File: src/hdl/spcr_pkg.sv
`timescale 1ns / 1ps
// Package for the sphere pair collision response block.
// Holds the fixed constants used by the front end, divider, back end and top level. No dependencies.
package spcr_pkg;

  // Number of spatial axes in a packed vector.
  localparam int unsigned NUM_AXES = 3;
  // Division lanes: three axes for sphere A, then three for sphere B.
  localparam int unsigned NUM_LANES = 2 * NUM_AXES;
  // Extra quotient bits above the component width. The correction term is at most
  // twice the velocity magnitude, plus one for rounding.
  localparam int unsigned QUOT_EXTRA = 2;

endpackage

File: src/hdl/spcr_back.sv
`timescale 1ns / 1ps
// Back end: applies the signed correction to colliding pairs (others keep their velocities),
// saturates and holds the result in the output register. Depends on spcr_pkg.
module spcr_back
  import spcr_pkg::*;
#(
  parameter int unsigned C  = 16,
  parameter int unsigned QB = 18
) (
  input  logic                  clk_i,
  input  logic                  en_i,
  input  logic [QB-1:0]         quot_i [NUM_LANES],
  input  logic [NUM_LANES-1:0]  neg_i,
  input  logic [3*C-1:0]        vel_a_i,
  input  logic [3*C-1:0]        vel_b_i,
  input  logic                  hit_i,
  output logic [3*C-1:0]        new_vel_a_o,
  output logic [3*C-1:0]        new_vel_b_o,
  output logic                  collided_o
);
  localparam int unsigned VW = QB + 2;
  localparam logic signed [VW-1:0] MaxV = VW'((2 ** (C - 1)) - 1);
  localparam logic signed [VW-1:0] MinV = -VW'(2 ** (C - 1));

  logic [6*C-1:0]        vin;
  logic [6*C-1:0]        vout;
  logic [3*C-1:0]        va_d, vb_d, va_q, vb_q;
  logic                  col_q;
  logic signed [VW-1:0]  delta, diff;
  logic signed [C-1:0]   sat;

  assign vin = {vel_b_i, vel_a_i};

  always_comb begin
    for (int j = 0; j < NUM_LANES; j++) begin
      delta = neg_i[j] ? -$signed(VW'(quot_i[j])) : $signed(VW'(quot_i[j]));
      diff  = VW'($signed(vin[j*C +: C])) - delta;
      if (diff > MaxV) begin
        sat = MaxV[C-1:0];
      end else if (diff < MinV) begin
        sat = MinV[C-1:0];
      end else begin
        sat = diff[C-1:0];
      end
      vout[j*C +: C] = sat;
    end
    va_d = hit_i ? vout[3*C-1:0] : vel_a_i;
    vb_d = hit_i ? vout[6*C-1:3*C] : vel_b_i;
  end

  always_ff @(posedge clk_i) begin
    if (en_i) begin
      va_q  <= va_d;
      vb_q  <= vb_d;
      col_q <= hit_i;
    end
  end

  assign new_vel_a_o = va_q;
  assign new_vel_b_o = vb_q;
  assign collided_o  = col_q;
endmodule

File: config.mk
export PLATFORM = sky130hd
export DESIGN_NAME = spcr_back
export DESIGN_NICKNAME = d
export VERILOG_FILES = /design/src/hdl/spcr_pkg.sv /design/src/hdl/spcr_back.sv
export SDC_FILE = /design/constraint.sdc
export NUM_CORES = 1
export LEC_CHECK = 0
export ABC_AREA = 1
export BUFFER_PORTS_ARGS = -buffer_cell sky130_fd_sc_hd__buf_4
export CAP_MARGIN = 0
export CORE_MARGIN = 2
export CORE_UTILIZATION = 40
export CTS_CLUSTER_SIZE = 40
export DETAILED_ROUTE_END_ITERATION = 8
export SETUP_SLACK_MARGIN = 0.2
export SYNTH_ARGS = -nofsm -noshare
export SYNTH_HDL_FRONTEND = slang
export SYNTH_SLANG_ARGS = --single-unit
File: constraint.sdc
create_clock -name clk_i -period 10.5 [get_ports clk_i]
set_clock_uncertainty 0.1 [all_clocks]
set_input_delay 1.575 -clock clk_i [delete_from_list [all_inputs] [get_ports clk_i]]
set_output_delay 1.575 -clock clk_i [all_outputs]
set_load 0.01 [all_outputs]
==> impl_metrics.env, run 1 <==
export IMPL_cts_buffers=9
export IMPL_synth_top_flop_cell="edfxtp_1"
export IMPL_overflow=0
export IMPL_postRouteAntennaNets=0
export IMPL_hold_viol_final=0
export IMPL_cp_data_required_time_ps=10490
export IMPL_yosysSeqAreaShare_pct=20.5
export IMPL_die_area_um2=37100
export IMPL_drive_gt1_share_pct=18.4
export IMPL_slowest_delay_ps=540
export IMPL_die_h_um=193
export IMPL_synth_cells=2203
export IMPL_p_leak_nw=8.76
export IMPL_yosys_area_top_type="edfxtp_1"
export IMPL_fin_crit_sh_pct=50.7
export IMPL_synthMuxAreaShare_pct=0
export IMPL_synth_net_count=2542
export IMPL_synth_compound_area_share_pct=13.3
export IMPL_setup_violations_final=0
export IMPL_synth_simple_gate_area_share_pct=35.2
export IMPL_route_vias_total=14900
export IMPL_grt_pass1_vias=14200
export IMPL_synth_edf_count=97
export IMPL_crit_top_cell="nand2_1"
export IMPL_grt_use_total_pct=22.6
export IMPL_critPathKind="in2reg"
export IMPL_cpMaxStageDelayCell="a21oi_4"
export IMPL_layout_cells_non_filler=2960
export IMPL_clk_pin_slew_ps=80
export IMPL_maxCapViolations=0
export IMPL_core_um2=35300
export IMPL_placedCellCount=2943
export IMPL_clock_sinks=97
export IMPL_nFillCells=3652
export IMPL_synthXorXnorAreaFrac_pct=10.8
export IMPL_cts_setup_buffers=0
export IMPL_io_buffers=309
export IMPL_worstMarginPinSlew_ps=822
export IMPL_ys_seq_elements=97
export IMPL_max_clock_freq_mhz=188
export IMPL_grt_pass1_wl_mm=67.8
export IMPL_power_density_nw_per_um2=119
export IMPL_startpoint_type="input pin"
export IMPL_yosys_top_cells_area="edfxtp_1, nand2_1, ha_1"
export IMPL_postCtsHoldBufs=0
export IMPL_grt_start_max_net_pins=64
export IMPL_grt_setup_unrepaired="false"
export IMPL_drt_iter0_drc=700
export IMPL_clock_path_buffers=2
export IMPL_ff_latch_area_um2=2910
export IMPL_multiInputGateArea_um2=10100
export IMPL_gp_congestion=0.912
export IMPL_dr_pass1_iters=5
export IMPL_cts_root_buf="clkbuf_16"
export IMPL_synth_area_um2=14200
export IMPL_viasPerCell=5.02
export IMPL_synthArstFlopShare_pct=0
export IMPL_setup_tns_ps=0
export IMPL_slew_headroom_pct=45.2
export IMPL_area_delta_synth_final_pct=21.2
export IMPL_cts_tree="built"
export IMPL_synthDistinctLibCells=42
export IMPL_remaining_drc_errors=0
export IMPL_cp_end_kind="flip-flop"
export IMPL_yosys_warnings=0
export IMPL_synth_top_family_by_area="simple AND/OR/NAND/NOR gates"
export IMPL_die_w_um=193
export IMPL_crit_chain="buf_4 > inv_1 > ha_1 > inv_1 > nor3_1 > nand2_1 > nor2_1 > inv_1 > nor4_1 > nand2_1 > nand2_1 > xor2_1 > ha_1 > a21oi_1 > o21ai_0 > nor2_1 > nand2_2 > nand2_1 > nand2_1 > nand2_2 > nand2_2 > a21oi_4 > a21oi_1"
export IMPL_holdCritPathClass="in2reg"
export IMPL_routedWlPerCell_um=14.4
export IMPL_fin_crit_ps=5320
export IMPL_htree_levels=3
export IMPL_crit_path_max_fanout=15
export IMPL_ir_worst_vdd_uv=74.9
export IMPL_status="complete, no violations"
export IMPL_cp_top_family="simple AND/OR/NAND/NOR gates"
export IMPL_timing_max_transition_violations_final=0
export IMPL_final_common_cell="nand2_1"
export IMPL_row_count=69
export IMPL_final_cell_mix="nand2_1, buf_4, inv_1"
export IMPL_synthDominantCellAreaShare_pct=20.5
export IMPL_initial_core_util_pct=40.3
export IMPL_ioPinCount=310
export IMPL_antenna_found_initial=1
export IMPL_dp_hpwl_mm=35.8
export IMPL_worst_ep_arrival_time_ps=5310
export IMPL_postSynthAreaPerCell_um2=6.46
export IMPL_wl_mm=42.7
export IMPL_synth_fa_ha_area_share_pct=11.4
export IMPL_cts_repair_resize_count=0
export IMPL_cp_buffers_inverters=4
export IMPL_final_net_count=2832
## per-layer routing
layer	wire, um	share of wire [%]	vias to the layer above	GRT usage (%)
li1	-	-	7724	-
met1	19400	45	6691	28.6
met2	19900	46	406	39.3
met3	2690	6.3	42	4.06
met4	772	1.8	2	5.73
met5	16	0.037	-	0
## final timing paths
| path | startpoint | endpoint | slack [ps] | cells after the start |
|---|---|---|---|---|
| max | quot_i[37] | new_vel_b_o[4]$_DFFE_PP_ | 5180 | 23 |
| min | vel_a_i[32] | new_vel_a_o[32]$_DFFE_PP_ | 1400 | 3 |
## registers in the layout (all words and copies together) (netlist names)
name         count
new_vel_a_o     48
new_vel_b_o     48
collided_o       1
## power breakdown
| group | internal, mW | switching, mW |
|---|---|---|
| combinational | 0.460 | 0.700 |
| sequential | 0.502 | 0.0200 |
| clock | 0.209 | 0.166 |
| total | 1.17 | 0.886 |
## worst min-delay path: cells and delay by family
family | cells | cell delay (ps)
and+or+nand+nor | 2 | 100
buffers and inverters | 1 | 80
## area by class of cell
class                           instances  share of cell area (%)
Sequential cell                        97                    16.9
Antenna cell                            1                  0.0145
Clock inverter                          7                   0.537
Tap cell                              461                    3.34
Timing Repair Buffer                  312                    13.6
Multi-Input combinational cell       1796                    58.3
Clock buffer                            9                    1.31
Inverter                              277                    6.03
## Yosys cell counts, types with 2 or more instances
library cell	count
nand2_1	661
inv_1	269
nor2_1	265
a21oi_1	150
ha_1	120
nand3_1	116
xor2_1	103
edfxtp_1	97
xnor2_1	73
a21oi_2	58
o21ai_0	56
nor3_1	35
nand2_2	33
clkbuf_1	20
o31ai_1	14
nand3_2	12
a31oi_1	11
buf_6	10
nand4_1	10
and2_1	8
nand3b_1	8
o21ai_1	8
fa_1	6
nor2_2	6
nor3_2	6
nor4_1	6
o21bai_1	6
inv_2	5
a21oi_4	4
or2_1	4
or2_2	4
and3_1	3
clkinv_1	3
nand2_4	3
a21o_1	2
nor4_2	2
## cell families after synthesis
group | Yosys count
adder cells (fa/ha/maj) | 126
buffers and inverters | 310
XOR/XNOR | 176
AO/OA/AOI/OAI | 310
flip-flops | 97
AND/OR/NAND/NOR | 1184
## stage by stage
| stage | total power [mW] | worst slack (ps) | util [%] | hold slack, ps | instance area, um^2 |
|---|---|---|---|---|---|
| floorplan | 1.34 | 5790 | - | 1570 | 14200 |
| global placement | 1.68 | 4890 | 47.9 | 1760 | 16900 |
| detailed placement | 1.69 | 4810 | 47.9 | 1770 | 16900 |
| CTS | 2.07 | 5190 | 48.8 | 1380 | 17200 |
| global route | 2.23 | 4800 | 48.8 | 1410 | 17200 |
| finish | 2.06 | 5180 | 48.8 | 1400 | 17200 |
Power figures use the tool's default switching activity.
==> inputs of run 2 (changes only) <==
- ABC_AREA: 1 -> 0
- PLACE_DENSITY: not set -> 0.66
- clock period: 10.5 -> 4.4 ns (I/O delays scaled with it)
==> run 2 against run 1 <==
Against the previous run:
- the flow now finishes with violations (negative setup slack)
- cell area up 13%
- sequential cell count unchanged
- worst hold slack worse by 890 ps
- critical endpoint is now new_vel_b_o[11]$_DFFE_PP_
==> impl_metrics.env, run 2 <==
export IMPL_p_clk_share_pct=14.8
export IMPL_drive_gt1_share_pct=44.8
export IMPL_final_cell_mix="buf_4, ha_1, xor2_1"
export IMPL_crit_path_max_fanout=8
export IMPL_status="complete, but fails checks"
export IMPL_pwr_share_comb_pct=62.8
export IMPL_initial_core_util_pct=40.6
export IMPL_fin_crit_sh_pct=107
export IMPL_sw_frac_of_total_pct=38.7
export IMPL_die_area_um2=31400
export IMPL_grt_start_max_net_pins=53
export IMPL_yosys_warnings=0
export IMPL_clock_path_buffers=2
export IMPL_hold_viol_final=0
export IMPL_drt_iter0_drc=728
export IMPL_worstMarginPinSlew_ps=876
export IMPL_cp_end_kind="flip-flop"
export IMPL_yosys_top_cells_area="edfxtp_1, ha_1, xor2_1"
export IMPL_startpoint_type="input pin"
export IMPL_die_h_um=177
export IMPL_maxCapViolations=0
export IMPL_pwr_share_seq_pct=22.4
export IMPL_cpMaxStageDelayCell="o41a_1"
export IMPL_gp_congestion=0.914
export IMPL_setup_violations_final=59
export IMPL_grt_pass1_vias=13500
export IMPL_synthArstFlopShare_pct=0
export IMPL_yosysSeqAreaShare_pct=24.3
export IMPL_dp_hpwl_mm=32.0
export IMPL_yosys_area_top_type="edfxtp_1"
export IMPL_timing_max_transition_violations_final=0
export IMPL_ys_seq_elements=97
export IMPL_fin_ws_ps=-313
export IMPL_num_antenna_cells=0
export IMPL_pre_cts_ws_ps=-712
export IMPL_synth_edf_count=97
export IMPL_cp_data_required_time_ps=4410
export IMPL_crit_chain="buf_6 > or4_4 > or3_4 > buf_4 > o41a_1 > buf_4 > a21oi_1 > xor2_1 > ha_1 > and3_1 > a2111oi_0 > o311ai_0 > o41a_1 > buf_12 > a41oi_2 > nor2_1"
export IMPL_synth_cells=1418
export IMPL_core_um2=29600
export IMPL_slowest_delay_ps=540
export IMPL_dr_pass1_iters=5
export IMPL_synth_top_flop_cell="edfxtp_1"
export IMPL_die_w_um=177
export IMPL_clock_sinks=97
export IMPL_routedWlPerCell_um=17.7
export IMPL_cts_buffers=9
export IMPL_remaining_drc_errors=0
export IMPL_slew_headroom_pct=41.5
export IMPL_area_delta_synth_final_pct=62.3
export IMPL_wl_mm=43.2
export IMPL_layout_cells_non_filler=2445
export IMPL_p_leak_nw=8.73
export IMPL_clk_pin_slew_ps=90
export IMPL_io_buffers=309
export IMPL_cp_buffers_inverters=4
export IMPL_max_clock_freq_mhz=212
export IMPL_synthDominantCellAreaShare_pct=24.3
export IMPL_postSynthAreaPerCell_um2=8.46
export IMPL_synth_area_um2=12000
export IMPL_postRouteAntennaNets=0
export IMPL_grt_use_total_pct=26.4
export IMPL_violations="negative setup slack"
export IMPL_yosysMostFrequentCell="a21oi_1"
export IMPL_synthDistinctLibCells=72
export IMPL_ys_top_cells_by_count="a21oi_1, ha_1, xor2_1"
export IMPL_grt_pass1_wl_mm=66.5
export IMPL_viasPerCell=5.54
export IMPL_row_count=63
export IMPL_worst_ep_arrival_time_ps=4730
export IMPL_antenna_found_initial=1
export IMPL_synth_net_count=1757
export IMPL_placedCellCount=2366
export IMPL_final_common_cell="buf_4"
export IMPL_internal_power_mw=3.51
export IMPL_cts_tree="built"
export IMPL_cts_root_buf="clkbuf_16"
export IMPL_power_density_nw_per_um2=294
export IMPL_htree_levels=3
export IMPL_grt_setup_unrepaired="true"
export IMPL_cp_top_family="compound AO/OA/AOI/OAI gates"
export IMPL_critPathKind="in2reg"
export IMPL_holdCritPathClass="in2reg"
export IMPL_ioPinCount=310
export IMPL_ir_worst_vdd_uv=178
export IMPL_power_switching_mw=2.21
export IMPL_route_vias_total=13600
export IMPL_fin_crit_ps=4710
export IMPL_hold_ws_ps=505
export IMPL_overflow=0
export IMPL_final_net_count=2389
==> run 2: path summary, 6_finish.rpt <==
path               startpoint                         to  slack (ps)  depth (start not counted)
setup / recovery   quot_i[42]  new_vel_b_o[11]$_DFFE_PP_        -310                         16
hold / removal    vel_b_i[19]  new_vel_b_o[19]$_DFFE_PP_         500                          2
==> run 2: per-layer routing <==
metal / routed length, um / track usage, % / part of all wire, % / vias up
li1: - / - / - / 6601
met1: 18400 / 32.8 / 43 / 6431
met2: 20500 / 44.8 / 47 / 448
met3: 3260 / 6.49 / 7.5 / 73
met4: 1030 / 8.68 / 2.4 / 2
met5: 12 / 0 / 0.028 / -
==> run 2: power by group through the flow <==
stage / sequential [mW] / clock (mW) / combinational (mW)
6_report: 1.28 / 0.847 / 3.59
5_1_grt: 1.30 / 0.894 / 3.87
4_1_cts: 1.29 / 0.866 / 3.38
3_5_place_dp: 1.30 / 0 / 2.97
3_3_place_gp: 1.30 / 0 / 2.92
2_1_floorplan: 1.37 / 0 / 1.65
==> run 2: per-stage QoR <==
stage | util, % | cell area, um^2 | TNS [ps] | power (mW)
floorplan | - | 12500 | -13000 | 3.02
detailed placement | 58.7 | 17300 | -45780 | 4.27
global placement | 58.7 | 17300 | -41240 | 4.22
finish | 65.8 | 19500 | -9510 | 5.73
global route | 65.8 | 19500 | -19800 | 6.07
CTS | 63.6 | 18800 | -6840 | 5.53
==> run 2: cell families after synthesis <==
family / share of synthesized area (%)
flip-flops: 24.3
AO/OA/AOI/OAI: 27.6
XOR/XNOR: 13.5
adder cells (fa/ha/maj): 13.5
multiplexers: 0.605
buffers and inverters: 3.75
AND/OR/NAND/NOR: 16.8
==> run 2: layout make-up <==
type / count / area [um^2]
Clock buffer: 9 / 225
Fill cell: 2367 / 10100
Tap cell: 390 / 488
Inverter: 69 / 277
Timing Repair Buffer: 666 / 5440
Multi-Input combinational cell: 1207 / 10000
Clock inverter: 7 / 71.3
Sequential cell: 97 / 2910
==> run 2: what timing repair did <==
action	in CTS	in global routing
endpoints found under the setup margin	94	94
gates resized for setup	164	101
cloned	10	1
pin swaps	125	54
hold endpoints to repair	0	0
buffers inserted	38	14
hold buffers	0	0
==> inputs of run 3 (changes only) <==
- CELL_PAD_IN_SITES_DETAIL_PLACEMENT: not set -> 0
- CELL_PAD_IN_SITES_GLOBAL_PLACEMENT: not set -> 1
- CORE_UTILIZATION: 40 -> 37
- PLACE_DENSITY: 0.66 -> not set
- PLACE_DENSITY_LB_ADDON: not set -> 0.1
==> run 3 against run 2 <==
Against the previous run:
- the flow still finishes with violations (negative setup slack)
- sequential share of layout area rose by 0.081 points
- first-iteration DRC count shrank 9.1%
- worst hold slack got worse by 11 ps
- critical path type unchanged
==> impl_metrics.env, run 3 (same netlist as run 2, synthesis figures left out) <==
export IMPL_ir_worst_vdd_uv=178
export IMPL_final_common_cell="buf_4"
export IMPL_violations="negative setup slack"
export IMPL_grt_pass1_vias=13100
export IMPL_use_met3_pct=6.68
export IMPL_slowest_delay_ps=530
export IMPL_crit_path_max_fanout=15
export IMPL_drive_gt1_share_pct=45.0
export IMPL_clock_sinks=97
export IMPL_hold_end="new_vel_b_o[35]$_DFFE_PP_"
export IMPL_die_h_um=184
export IMPL_setup_violations_final=32
export IMPL_cp_buffers_inverters=2
export IMPL_fin_crit_ps=4730
export IMPL_met2_usage_pct=42.3
export IMPL_cp_data_required_time_ps=4430
export IMPL_cts_tree="built"
export IMPL_finalInstanceArea_um2=19400
export IMPL_ioPinCount=310
export IMPL_initial_core_util_pct=37.8
export IMPL_placedInstanceArea_um2=17500
export IMPL_clock_path_buffers=2
export IMPL_worstHoldStart="vel_b_i[35]"
export IMPL_grt_setup_unrepaired="true"
export IMPL_htree_levels=3
export IMPL_fin_ws_ps=-332
export IMPL_viasPerCell=5.37
export IMPL_gp_congestion=0.885
export IMPL_holdCritPathClass="in2reg"
export IMPL_nFillCells=2801
export IMPL_io_buffers=309
export IMPL_worstMarginPinSlew_ps=582
export IMPL_cpMaxStageDelayCell="or4_4"
export IMPL_maxCapViolations=0
export IMPL_crit_chain="buf_6 > or4_4 > or3_4 > or3_4 > or2_4 > o31ai_4 > xor2_2 > ha_1 > a21o_1 > a2111oi_2 > nand3_1 > a31oi_4 > xnor2_2 > or2_4 > o41a_1 > buf_12 > a21oi_1 > nor2_1"
export IMPL_timing_max_transition_violations_final=0
export IMPL_grt_use_total_pct=24.2
export IMPL_grt_start_max_net_pins=40
export IMPL_busiest_layer="met2"
export IMPL_hold_viol_final=0
export IMPL_remaining_drc_errors=0
export IMPL_postRouteAntennaNets=0
export IMPL_route_vias_total=13300
export IMPL_dp_hpwl_mm=32.6
export IMPL_core_um2=31700
export IMPL_startpoint_type="input pin"
export IMPL_met1_usage_pct=29.1
export IMPL_cp_end_kind="flip-flop"
export IMPL_layout_cells_non_filler=2475
export IMPL_final_cell_mix="buf_4, ha_1, xor2_1"
export IMPL_max_clock_freq_mhz=211
export IMPL_die_area_um2=33900
export IMPL_routedWlPerCell_um=17.1
export IMPL_grt_pass1_wl_mm=65.5
export IMPL_fin_crit_sh_pct=108
export IMPL_placedCellCount=2405
export IMPL_cts_root_buf="clkbuf_16"
export IMPL_status="complete, but fails checks"
export IMPL_wl_mm=42.4
export IMPL_final_net_count=2408
export IMPL_power_density_nw_per_um2=290
export IMPL_cts_buffers=9
export IMPL_worst_ep_arrival_time_ps=4760
export IMPL_cp_top_family="simple AND/OR/NAND/NOR gates"
export IMPL_dr_pass1_iters=4
export IMPL_num_antenna_cells=0
export IMPL_drt_iter0_drc=662
export IMPL_p_leak_nw=8.76
export IMPL_area_delta_synth_final_pct=61.4
export IMPL_min_path_cells=2
export IMPL_slew_headroom_pct=61.2
export IMPL_die_w_um=184
export IMPL_row_count=65
export IMPL_clk_pin_slew_ps=100
export IMPL_overflow=0
export IMPL_antenna_found_initial=3
export IMPL_postCtsHoldBufs=0
export IMPL_critPathKind="in2reg"
## run 3: cell types whose count changed in the layout (fill, tap and decap cells not counted), sizes merged
cell,before,now
clkinvlp,5,3
o21ai,87,86
inv,69,68
clkinv,1,3
buf,663,683
## run 3: worst max path at each step
| stage | start | endpoint | slack (ps) | depth (start not counted) |
|---|---|---|---|---|
| 2_1_floorplan | quot_i[43] | new_vel_b_o[9]$_DFFE_PP_ | -480 | 18 |
| 3_3_place_gp | quot_i[55] | new_vel_a_o[46]$_DFFE_PP_ | -980 | 16 |
| 3_5_place_dp | quot_i[55] | new_vel_a_o[46]$_DFFE_PP_ | -1050 | 16 |
| 4_1_cts | quot_i[43] | new_vel_b_o[11]$_DFFE_PP_ | -360 | 18 |
| 5_1_grt | quot_i[43] | new_vel_b_o[11]$_DFFE_PP_ | -540 | 18 |
| 6_report | quot_i[43] | new_vel_b_o[3]$_DFFE_PP_ | -330 | 18 |
## run 3: area by class of cell
cell class                      instances  area (um^2)  area share, %
Tap cell                              402          503           2.60
Clock buffer                            9          225           1.16
Timing Repair Buffer                  686         5450           28.2
Clock inverter                          6         60.1          0.310
Multi-Input combinational cell       1206         9930           51.3
Inverter                               69          277           1.43
Sequential cell                        97         2910           15.0
## run 3: where the power goes
part           switching (mW)  internal, mW  total, mW
combinational            1.70          1.80       3.50
sequential             0.0510          1.23       1.28
clock                   0.412         0.436      0.847
## run 3: stage by stage
stage	TNS (ps)	hold WS, ps	setup WS, ps	power [mW]	utilization, %
after floorplan	-13000	659	-485	3.02	-
after global placement	-51740	879	-985	4.29	55.3
after detailed placement	-54270	878	-1050	4.32	55.3
after CTS	-6400	477	-363	5.46	59.0
after global routing	-18980	483	-535	5.99	61.0
final	-5710	494	-332	5.62	61.0
## run 3: timing repair
item	CTS	global route
buffers inserted	28	20
gates resized for setup	141	89
endpoints found under the setup margin	93	95
gates cloned	4	3
pin swaps	100	71
## run 3: metal layers
| metal | vias up | share of wire (%) | routed length [um] |
|---|---|---|---|
| met5 | - | 0.11 | 46 |
| met4 | 6 | 2.2 | 933 |
| met3 | 56 | 6.9 | 2940 |
| met2 | 333 | 48 | 20500 |
| met1 | 6253 | 42 | 17900 |
| li1 | 6635 | - | - |
